[config.mk]
export PLATFORM = sky130hd
export DESIGN_NAME = dssm_ctrl
export DESIGN_NICKNAME = d
export VERILOG_FILES = /design/src/sv/dssm_pkg.sv /design/src/sv/dssm_ctrl.sv
export SDC_FILE = /design/constraint.sdc
export NUM_CORES = 1
export LEC_CHECK = 0
export ABC_AREA = 1
export CAP_MARGIN = 20
export CORE_AREA = 8 8 45 47
export CTS_CLUSTER_SIZE = 28
export DETAILED_ROUTE_END_ITERATION = 7
export DIE_AREA = 0 0 53 55
export DONT_BUFFER_PORTS = 1
export PLACE_DENSITY_LB_ADDON = 0.1
export SLEW_MARGIN = 20
export SYNTH_ARGS = -nofsm -noshare
export SYNTH_HDL_FRONTEND = slang
export SYNTH_SLANG_ARGS = --single-unit
export TNS_END_PERCENT = 5
[constraint.sdc]
create_clock -name i_clk -period 0.8 [get_ports i_clk]
set_input_delay 0 -clock i_clk [delete_from_list [all_inputs] [get_ports i_clk]]
set_output_delay 0 -clock i_clk [all_outputs]
set_load 0.02 [all_outputs]
[src/sv/dssm_pkg.sv]
// Shared types, constants and codes for the dual stack shared memory core.
`default_nettype none

package dssm_pkg;

    localparam int DEPTH   = 128;
    localparam int ADDR_W  = (DEPTH > 1) ? $clog2(DEPTH) : 1;
    localparam int CNT_W   = $clog2(DEPTH + 1);
    localparam int DATA_W  = 32;
    localparam int COUNT_W = 8;

    localparam logic CMD_PUSH = 1'b0;
    localparam logic CMD_POP  = 1'b1;

    localparam logic SEL_LOW  = 1'b0;
    localparam logic SEL_HIGH = 1'b1;

    typedef enum logic [1:0] {
        STAT_OK        = 2'd0,
        STAT_OVERFLOW  = 2'd1,
        STAT_UNDERFLOW = 2'd2
    } t_status;

    typedef enum logic [1:0] {
        ST_IDLE,
        ST_READ,
        ST_RESP
    } t_state;

    // Commands from the controller to the datapath.
    typedef struct packed {
        logic accept;
        logic capture;
    } t_dp_cmd;

    // Status from the datapath to the controller.
    typedef struct packed {
        logic pop_hit;
    } t_dp_sts;

endpackage

`default_nettype wire

[src/sv/dssm_ctrl.sv]
// Control state machine: input acceptance, memory read wait and result hold.
`default_nettype none

module dssm_ctrl (
    input  wire                  i_clk,
    input  wire                  i_rst_n,
    input  wire                  i_in_valid,
    output logic                 o_in_stall,
    output logic                 o_out_valid,
    input  wire                  i_out_stall,
    input  dssm_pkg::t_dp_sts    i_sts,
    output dssm_pkg::t_dp_cmd    o_cmd
);

    dssm_pkg::t_state r_state;
    dssm_pkg::t_state n_state;
    logic             can_take;
    logic             accept;

    // A new beat may enter when idle, or when the held result leaves this cycle.
    assign can_take = (r_state == dssm_pkg::ST_IDLE) ||
                      ((r_state == dssm_pkg::ST_RESP) && !i_out_stall);
    assign accept   = can_take && i_in_valid;

    always_comb begin
        n_state = r_state;
        case (r_state)
            dssm_pkg::ST_IDLE: begin
                if (i_in_valid) begin
                    n_state = i_sts.pop_hit ? dssm_pkg::ST_READ : dssm_pkg::ST_RESP;
                end
            end
            dssm_pkg::ST_READ: begin
                n_state = dssm_pkg::ST_RESP;
            end
            dssm_pkg::ST_RESP: begin
                if (!i_out_stall) begin
                    if (i_in_valid) begin
                        n_state = i_sts.pop_hit ? dssm_pkg::ST_READ : dssm_pkg::ST_RESP;
                    end else begin
                        n_state = dssm_pkg::ST_IDLE;
                    end
                end
            end
            default: begin
                n_state = dssm_pkg::ST_IDLE;
            end
        endcase
    end

    always_comb begin
        o_in_stall    = !can_take;
        o_out_valid   = (r_state == dssm_pkg::ST_RESP);
        o_cmd.accept  = accept;
        o_cmd.capture = (r_state == dssm_pkg::ST_READ);
    end

    always_ff @(posedge i_clk) begin
        if (!i_rst_n) begin
            r_state <= dssm_pkg::ST_IDLE;
        end else begin
            r_state <= n_state;
        end
    end

`ifndef SYNTHESIS
    a_pop_goes_read: assert property (@(posedge i_clk) disable iff (!i_rst_n)
        (accept && i_sts.pop_hit) |=> (r_state == dssm_pkg::ST_READ))
        else $error("pop with data did not wait for the memory read");

    a_read_then_resp: assert property (@(posedge i_clk) disable iff (!i_rst_n)
        (r_state == dssm_pkg::ST_READ) |=> (r_state == dssm_pkg::ST_RESP))
        else $error("memory read did not lead to a result");

    a_no_take_in_read: assert property (@(posedge i_clk) disable iff (!i_rst_n)
        (r_state == dssm_pkg::ST_READ) |-> o_in_stall)
        else $error("input taken while a read is pending");
`endif

endmodule

`default_nettype wire

# --- Yosys cells after proc, flatten, opt, wreduce, memory -nomap -nowiden ---
# Index checks and enable logic that the tools add are counted.
word_totals:
  out_inout_bits: 4
  in_bits: 5
  register_bits: 2
classes:
  eq_ne: 4
  reduce_logical: 7
  mux: 5
op_table:
  columns: ["op", "count"]
  rows:
  - ["2-to-1 mux 2 bit", 4]
  - ["one-hot mux 2 bit (3 select lines)", 1]
  - ["!= test 2 bit, second input constant", 2]
  - ["== test 2 x 1 -> 1 bit, second input constant", 1]
  - ["== test 2 bit, second input constant", 1]
  - ["logical AND 1 bit", 2]
  - ["logical NOT 1 bit", 2]
  - ["logical NOT 2 bit", 1]
  - ["AND reduction 2 bit", 1]
  - ["logical OR 1 bit", 1]

# --- Depth between registers and ports, before layout ---
# Gate-level depths: netlist of the first run.
depth:
  ltp_word: 4
  mapped_depth: 4
  ltp_nobuf: 4

# --- Worst setup path after synthesis of the first run ---
# Ideal clock, no wire load.
synth_path:
  kind: "reg2out"
  startpoint: "register r_state[1]"
  endpoint: "output o_cmd[1] in the netlist's numbering"
  path_slack_ns: 0.052
  stages_incl_launch_ff: 5
  n_path_buf: 1
  t_arrival_ns: 0.748
  cell_sequence: "dfxtp_1 -> nand2_1 -> nand2_2 -> nor2_1 -> buf_4"
synth_between:
  elab_chain_len: 4
  elab_cells_between_ends: 5
  cone_classes: "eq/ne: 1; reduce/logical: 4"
synth_rtl:
  columns: ["item", "line_no", "text"]
  rows:
  - ["start: declaration", "dssm_ctrl.sv:15", "dssm_pkg::t_state r_state;"]
  - ["start signal: assignment", "dssm_ctrl.sv:60", "r_state <= dssm_pkg::ST_IDLE;"]
  - ["start signal: assignment", "dssm_ctrl.sv:62", "r_state <= n_state;"]
  - ["== test 2 bit", "dssm_ctrl.sv:22", "((r_state == dssm_pkg::ST_RESP) && !i_out_stall);"]
  - ["logical AND 1 bit", "dssm_ctrl.sv:22", null]
  - ["logical OR 1 bit *", "dssm_ctrl.sv:21", "assign can_take = (r_state == dssm_pkg::ST_IDLE) ||"]
  - ["logical AND 1 bit *", "dssm_ctrl.sv:23", "assign accept = can_take && i_in_valid;"]
  - ["end: declaration", "dssm_ctrl.sv:12", "output dssm_pkg::t_dp_cmd o_cmd"]
# Mark *: on every way between the ends. The rest lies on a longest branch, timed or not.

==> results_dict.tcl, run 1 <==
set metrics [dict create \
    status "complete, but fails checks" \
    violations "setup timing" \
    grt_pass1_wl_um 572 \
    ios 9 \
    power_mw 0.427 \
    dp_hpwl_um 265 \
    ant_nets 0 \
    yosysTopAreaCellShare_pct 35.6 \
    cts_tree "done" \
    slew_violations 0 \
    synth_warnings 0 \
    place.gp.congestion 0.546 \
    placed_cell_area_um2 155 \
    setup_viol 4 \
    critPathArrivalTime_ns 0.89 \
    grt_use_met1_pct 3.48 \
    h-tree-depth 1 \
    core-area_um2 1380 \
    first_pass_iters 2 \
    use_met3_pct 2.14 \
    vias_per_cell 3.09 \
    synth.distinct_cells 8 \
    grt_pass1_vias 147 \
    yosys.area.top_type "dfxtp_1" \
    holdWs_ns 0.0769 \
    met2_usage_pct 2.15 \
    syn_area_per_cell_um2 6.26 \
    path_clk_slew_ns 0.03 \
    cp.required_ns 0.80 \
    cts.sinks 2 \
    root_buffer "clkbuf_4" \
    finalHoldViolCount 0 \
    drive_above_1_share_pct 57.1 \
    antenna_cells 0 \
    row_count 14 \
    drv_cap 0 \
    start_util_pct 8.14 \
    r2r-start "r_state[1]$_SDFFE_PN0P_" \
    worst-path-buf-inv 1 \
    fin_skew_ns 0.00193 \
    leakage_nw 0.109 \
    worstMarginPinSlew_ns 0.192 \
    largest-register "r_state" \
    fmax_mhz 1120 \
    ir_drop_uv 426 \
    wirelength_um 338 \
    hp-class "in -> reg" \
    cellPowerDensity_nw_per_um2 1850 \
    cpMaxStageDelayCell "dfxtp_2" \
    ys_seq_elements 2 \
    setup.worst_path.end_class "primary output" \
    vias 136 \
    synth_area_leaders "dfxtp_1 36%, nand2_1 13%, nor2_1 13%, nor2_2 11%, inv_1 10%" \
    path_cells "nand2_2, nand2_2, nor2_1, buf_4" \
    cp_slowest_stage_delay_ns 0.32 \
    hp-start "i_in_valid" \
    cts_made_buffers 3 \
    grt.busiest_layer "met4" \
    cp-startpoint "r_state[1]$_SDFFE_PN0P_" \
    wire_per_inst_um 7.68 \
    timing.final.crit_period_ns 0.892 \
    floorplan.die_area_um2 2920 \
    grt_max_degree 5 \
    ys_seq_area_share_pct 35.6 \
    gr-usage-all-layers_pct 3.44 \
    largest_register_ff_count 2 \
    synth_nets 23 \
    max-clock-path-buffers 2 \
    syn_inst 18 \
    fin_crit_sh_pct 111 \
    io_buffers 0 \
    nNetsFinal 35 \
    slew_headroom_pct 87.1 \
    fillers 158 \
    die_h_um 55 \
    overflow 0 \
    crit_type "reg -> out" \
    path_common_cell "nand2_2" \
    drcViolationCount 0 \
    fin_area_um2 230 \
    cp_top_family "flip-flops" \
    syn_to_final_growth_pct 104 \
    reg_top3 "r_state (2)" \
    rsz0062_at_grt "true" \
    chipWidth_um 53 \
    startpoint_type "flip-flop" \
    antenna_found_initial 0 \
    syn_area_um2 113 \
    worstSkewPairLatency_ns 0.22 \
    crit_fanout 4 \
    drtIter0Drc 2 \
    fin_ws_ns -0.0916 \
]
-- per-layer routing --
layer / part of all wire [%] / up-vias
met1: 51 / 52
met5: 0 / -
met4: 8.0 / 0
met3: 12 / 2
met2: 29 / 10
li1: - / 72
-- stage by stage --
step           cells  setup TNS [ns]  utilization [%]  worst slack [ns]
2_1_floorplan     18               0                -            0.0523
3_3_place_gp      37               0             11.2            0.0920
3_5_place_dp      37               0             11.2            0.0866
4_1_cts           43          -0.266             15.7            -0.123
5_1_grt           44          -0.449             16.6            -0.131
6_report          44          -0.192             16.6           -0.0916
-- timing repair --
item	in CTS	in global routing
pin swaps	1	0
setup buffers	1	0
hold buffers	2	1
gates resized for setup	5	1
hold endpoints to repair	2	1
endpoints found under the setup margin	4	5
-- final timing paths --
kind	endpoint	slack, ns	depth (start not counted)
setup / recovery	o_cmd[1]	-0.09	4
hold / removal	r_state[1]$_SDFFE_PN0P_	0.08	4
setup reg to reg	r_state[1]$_SDFFE_PN0P_	0	5
hold reg to reg	r_state[1]$_SDFFE_PN0P_	0.53	3
-- layout by cell type, fill, tap and decap left out --
cell and n:
nor2_1 4, nor2_2 1, nand2_2 2, dlygate4sd3_1 3, clkbuf_4 3, inv_1 2, inv_2 1, buf_4 5
dfxtp_2 2, nor3_2 1, nor2_4 1, nand2_1 3
-- logic make-up (layout without fill, tap and decap cells) --
| logic type | Yosys count | count (layout) | share of synthesized area, % |
|---|---|---|---|
| buffers and inverters | 4 | 14 | 16.7 |
| and+or+nand+nor | 12 | 12 | 47.8 |
| DFF | 2 | 2 | 35.6 |
-- Yosys cell counts, drive strengths merged --
master and number:
nand2 5, nor2 6, nor3 1, dfxtp 2, buf 1, inv 3
-- area by class of cell --
class                   count  area, um2  share of cell area [%]
well taps                  16       20.0                    8.70
inverters                   3       11.3                    4.89
clock buffers               3       22.5                    9.78
multi-input cells          12       66.3                    28.8
flip-flops and latches      2       42.5                    18.5
repair buffers              8       67.6                    29.3
-- where the power goes --
part | internal, mW | switching, mW
combinational | 0.0451 | 0.0488
sequential | 0.108 | 0.00574
clock | 0.165 | 0.0542
total | 0.318 | 0.109
-- tightest hold or removal path, delay by kind of cell --
kind / cells / cell delay (ns)
buffers and inverters: 1 / 0.06
and+or+nand+nor: 3 / 0.20
Note: power is estimated with default switching activity, not from simulation.
==> run 2: changes to the inputs <==
==> constraint.sdc (replaced) <==
create_clock -name i_clk -period 0.8 [get_ports i_clk]
set_input_delay 0.24 -clock i_clk [delete_from_list [all_inputs] [get_ports i_clk]]
set_output_delay 0.24 -clock i_clk [all_outputs]
set_load 0.02 [all_outputs]
==> run 2 against run 1 <==
Effect of this change:
- the run still ends with setup timing left
- cell area down 14%
- utilization down 2.3 points
- wire length up 4.1%
- sequential share of layout area up 2.9 points
- setup slack worse by 0.22 ns
- largest cell class is now multi-input combinational cells
==> results_dict.tcl, run 2 (synthesis results as in run 1) <==
set metrics [dict create \
    crit_type "reg -> out" \
    core-area_um2 1380 \
    first_pass_iters 2 \
    power_mw 0.417 \
    dp_cells 37 \
    cts_tree "done" \
    timing.final.crit_period_ns 1.11 \
    vias 123 \
    grt_pass1_wl_um 462 \
    cellPowerDensity_nw_per_um2 2100 \
    startpoint_type "flip-flop" \
    ant_nets 0 \
    grt_max_degree 5 \
    grt_pass1_vias 114 \
    reg_top3 "r_state (2)" \
    syn_to_final_growth_pct 76.7 \
    setup.worst_path.end_class "primary output" \
    drv_cap 0 \
    antenna_cells 0 \
    setup_viol 6 \
    overflow 0 \
    floorplan.die_area_um2 2920 \
    nNetsFinal 31 \
    fmax_mhz 904 \
    finalHoldViolCount 0 \
    vias_per_cell 3.08 \
    post-cts-setup-buffers 0 \
    place.gp.congestion 0.615 \
    crit_fanout 4 \
    start_util_pct 8.14 \
    hp-class "in -> reg" \
    fin_skew_ns 0.00114 \
    die_h_um 55 \
    io_buffers 0 \
    cts.sinks 2 \
    dp_hpwl_um 288 \
    worstMarginPinSlew_ns 0.146 \
    stdcell_count 40 \
    largest_register_ff_count 2 \
    cts_made_buffers 3 \
    slew_headroom_pct 90.2 \
    fin_ws_ns -0.307 \
    violations "setup timing" \
    wire_per_inst_um 8.80 \
    rsz0062_at_grt "true" \
    holdPathStages 2 \
    chipWidth_um 53 \
    fin_crit_sh_pct 138 \
    path_clk_slew_ns 0.03 \
    final.setup.tns_ns -1.22 \
    root_buffer "clkbuf_4" \
    drtIter0Drc 6 \
    leakage_nw 0.0927 \
    status "complete, but fails checks" \
    wirelength_um 352 \
    drive_above_1_share_pct 62.5 \
    cts_hold_buf 0 \
    reg2regPathDepth 5 \
    largest-register "r_state" \
    ios 9 \
    antenna_found_initial 0 \
    cp.required_ns 0.56 \
    h-tree-depth 1 \
    gr-usage-all-layers_pct 2.73 \
    layout_common_cells "3 x nor2_1, 3 x nand2_1, 3 x clkbuf_4, 3 x buf_4" \
    utilization_pct 14.4 \
    ir_drop_uv 455 \
    max-clock-path-buffers 2 \
    row_count 14 \
    drcViolationCount 0 \
    slew_violations 0 \
    worstSkewPairLatency_ns 0.22 \
    critPathArrivalTime_ns 0.87 \
]
[run 2: final timing paths]
check,slack [ns],to,startpoint
hold reg to reg,0.53,r_state[1]$_SDFFE_PN0P_,r_state[0]$_SDFFE_PN0P_
hold / removal,0.14,r_state[0]$_SDFFE_PN0P_,i_sts
setup / recovery,-0.31,o_cmd[1],r_state[1]$_SDFFE_PN0P_
setup reg to reg,-0.05,r_state[1]$_SDFFE_PN0P_,r_state[1]$_SDFFE_PN0P_
[run 2: cell type report]
type                       instances  area [um2]
timing repair buffer               4        33.8
tap                               16        20.0
sequential                         2        42.5
fill                             163        1180
multi-input combinational         12        68.8
inverter                           3        11.3
clock buffer                       3        22.5
[run 2: report_power, final]
group	internal (mW)	leakage [nW]	switching (mW)
Clock	0.165	0.0138	0.0563
Sequential	0.108	0.0172	0.00544
Combinational	0.0348	0.0617	0.0473
[run 2: worst max-delay path, stage by stage (launching register included)]
cell and delay, ns:
dfxtp_2 0.32, nand2_2 0.08, nand2_4 0.05, nor2_4 0.07, buf_6 0.12
[run 2: layer usage]
layer  up-vias  GRT usage, %  share of wire, %
met1        54          1.82                40
li1         65             -                 -
met4         0          5.17                 0
met2         4          3.13                47
met5         -             0                 0
met3         0          2.67                12
[run 2: what timing repair did]
action / in CTS / in global routing
setup endpoints to repair: 6 / 6
resized for setup: 1 / 3
pin swaps: 0 / 2
[run 2: stage by stage]
stage               hold slack (ns)  worst slack, ns  instance area (um2)
floorplan                     0.364           -0.129                  121
global placement              0.379           -0.101                  164
detailed placement            0.375          -0.0984                  164
CTS                           0.131           -0.346                  188
global route                  0.130           -0.348                  199
finish                        0.145           -0.307                  199
==> run 3: changes to the inputs <==
Settings changed: CTS_CLUSTER_SIZE 28 to default, GPL_TIMING_DRIVEN from default to 0.
==> run 3 against run 2 <==
Effect of this change:
- the flow still finishes with violations (setup timing)
- via count decreased by 7.3%
- global-route usage rose by 0.49 points
- wire length grew 2.0%
- first-iteration DRC count decreased by 67%
- sequential power barely moved
- critical path depth is the same
- combinational power fell by 14%
- die area stayed put
- cell count decreased by 7.5%
- count of clock-buffer cells in the layout unchanged
- clock skew fell by 0.00086 ns
==> results_dict.tcl, run 3 (synthesis results as in run 1) <==
set metrics [dict create \
    final.setup.tns_ns -1.15 \
    syn_to_final_growth_pct 67.8 \
    dp_cells 34 \
    status "complete, but fails checks" \
    floorplan.die_area_um2 2920 \
    leakage_nw 0.0837 \
    setup_viol 4 \
    startpoint_type "flip-flop" \
    chipWidth_um 53 \
    antenna_found_initial 0 \
    grt_max_degree 5 \
    violations "setup timing" \
    max-clock-path-buffers 2 \
    ir_drop_uv 397 \
    fin_ws_ns -0.385 \
    start_util_pct 8.14 \
    cellPowerDensity_nw_per_um2 2200 \
    placed_cell_area_um2 141 \
    vias 114 \
    root_buffer "clkbuf_4" \
    path_cells "nand2_4, nand2_4, nor2_4, buf_6" \
    io_buffers 0 \
    layout_common_cells "4 x nor2_2, 3 x nand2_1, 3 x clkbuf_4, 2 x inv_1, 2 x nand2_4" \
    fin_crit_sh_pct 148 \
    drtIter0Drc 2 \
    overflow 0 \
    post-cts-setup-buffers 0 \
    nNetsFinal 28 \
    setup.worst_path.end_class "primary output" \
    gr-usage-all-layers_pct 3.22 \
    slew_headroom_pct 83.3 \
    ant_nets 0 \
    worstMarginPinSlew_ns 0.250 \
    drcViolationCount 0 \
    critPathArrivalTime_ns 0.94 \
    drv_cap 0 \
    mostFrequentLayoutCell "nor2_2" \
    fmax_mhz 844 \
    fin_area_um2 189 \
    cp.required_ns 0.56 \
    fillers 165 \
    crit_type "reg -> out" \
    first_pass_iters 2 \
    rsz0062_at_grt "true" \
    grt_pass1_vias 140 \
    hp-class "in -> reg" \
    drive_above_1_share_pct 66.7 \
    core-area_um2 1380 \
    stdcell_count 37 \
    utilization_pct 13.7 \
    die_h_um 55 \
    cts_tree "done" \
    antenna_cells 0 \
    path_common_cell "nand2_4" \
    place.gp.congestion 0.595 \
    cp_slowest_stage_delay_ns 0.35 \
    cpMaxStageDelayCell "dfxtp_4" \
    row_count 14 \
    ios 9 \
    path_clk_slew_ns 0.03 \
    wire_per_inst_um 9.70 \
    wirelength_um 359 \
    worstSkewPairLatency_ns 0.23 \
    h-tree-depth 1 \
    slew_violations 0 \
    timing.final.crit_period_ns 1.18 \
    cts.sinks 2 \
    multi_input_area_um2 78.8 \
    cts_made_buffers 3 \
    crit_fanout 4 \
    area.sequential_um2 45.0 \
    reg_top3 "r_state (2)" \
    finalHoldViolCount 0 \
    vias_per_cell 3.08 \
    power_mw 0.416 \
    grt_pass1_wl_um 538 \
    dp_hpwl_um 271 \
    largest-register "r_state" \
    fin_skew_ns 0.000272 \
    largest_register_ff_count 2 \
]
[run 3: path summary, 6_finish.rpt]
kind	start	to	slack, ns	cells after the start
max	r_state[1]$_SDFFE_PN0P_	o_cmd[1]	-0.38	4
min	i_sts	r_state[0]$_SDFFE_PN0P_	0.14	2
max reg2reg	r_state[1]$_SDFFE_PN0P_	r_state[1]$_SDFFE_PN0P_	0.05	4
min reg2reg	r_state[0]$_SDFFE_PN0P_	r_state[1]$_SDFFE_PN0P_	0.54	3
[run 3: metal layers]
layer  global-route usage [%]  vias up  part of all wire (%)
li1                         -       59                     -
met1                     1.36       50                    24
met2                     3.91        5                    58
met3                     3.21        0                    18
met4                     7.76        0                     0
met5                        0        -                     0
[run 3: timing repair]
item	4_1_cts	5_1_grt
resized for setup	2	6
hold buffers	0	0
endpoints found under the setup margin	4	4
pin swaps	1	1
[run 3: cell type report]
type / count / share of cell area [%]
Inverter: 3 / 5.96
Tap cell: 16 / 10.6
Sequential cell: 2 / 23.8
Multi-Input combinational cell: 12 / 41.7
Buffer: 1 / 5.96
Clock buffer: 3 / 11.9
[run 3: power by group]
part	switching (mW)	internal, mW
sequential	0.00811	0.106
combinational	0.0462	0.0246
clock	0.0647	0.166
total	0.119	0.297
[run 3: through the flow]
stage          setup WS, ns  hold slack (ns)
6_report             -0.385            0.139
3_5_place_dp         -0.181            0.379
3_3_place_gp         -0.183            0.378
5_1_grt              -0.424            0.124
2_1_floorplan        -0.129            0.364
4_1_cts              -0.415            0.134
[run 3: critical path, delay by kind of cell (launching register included)]
family | cells | cell delay [ns]
DFF | 1 | 0.35
and+or+nand+nor | 3 | 0.25
buffers and inverters | 1 | 0.12
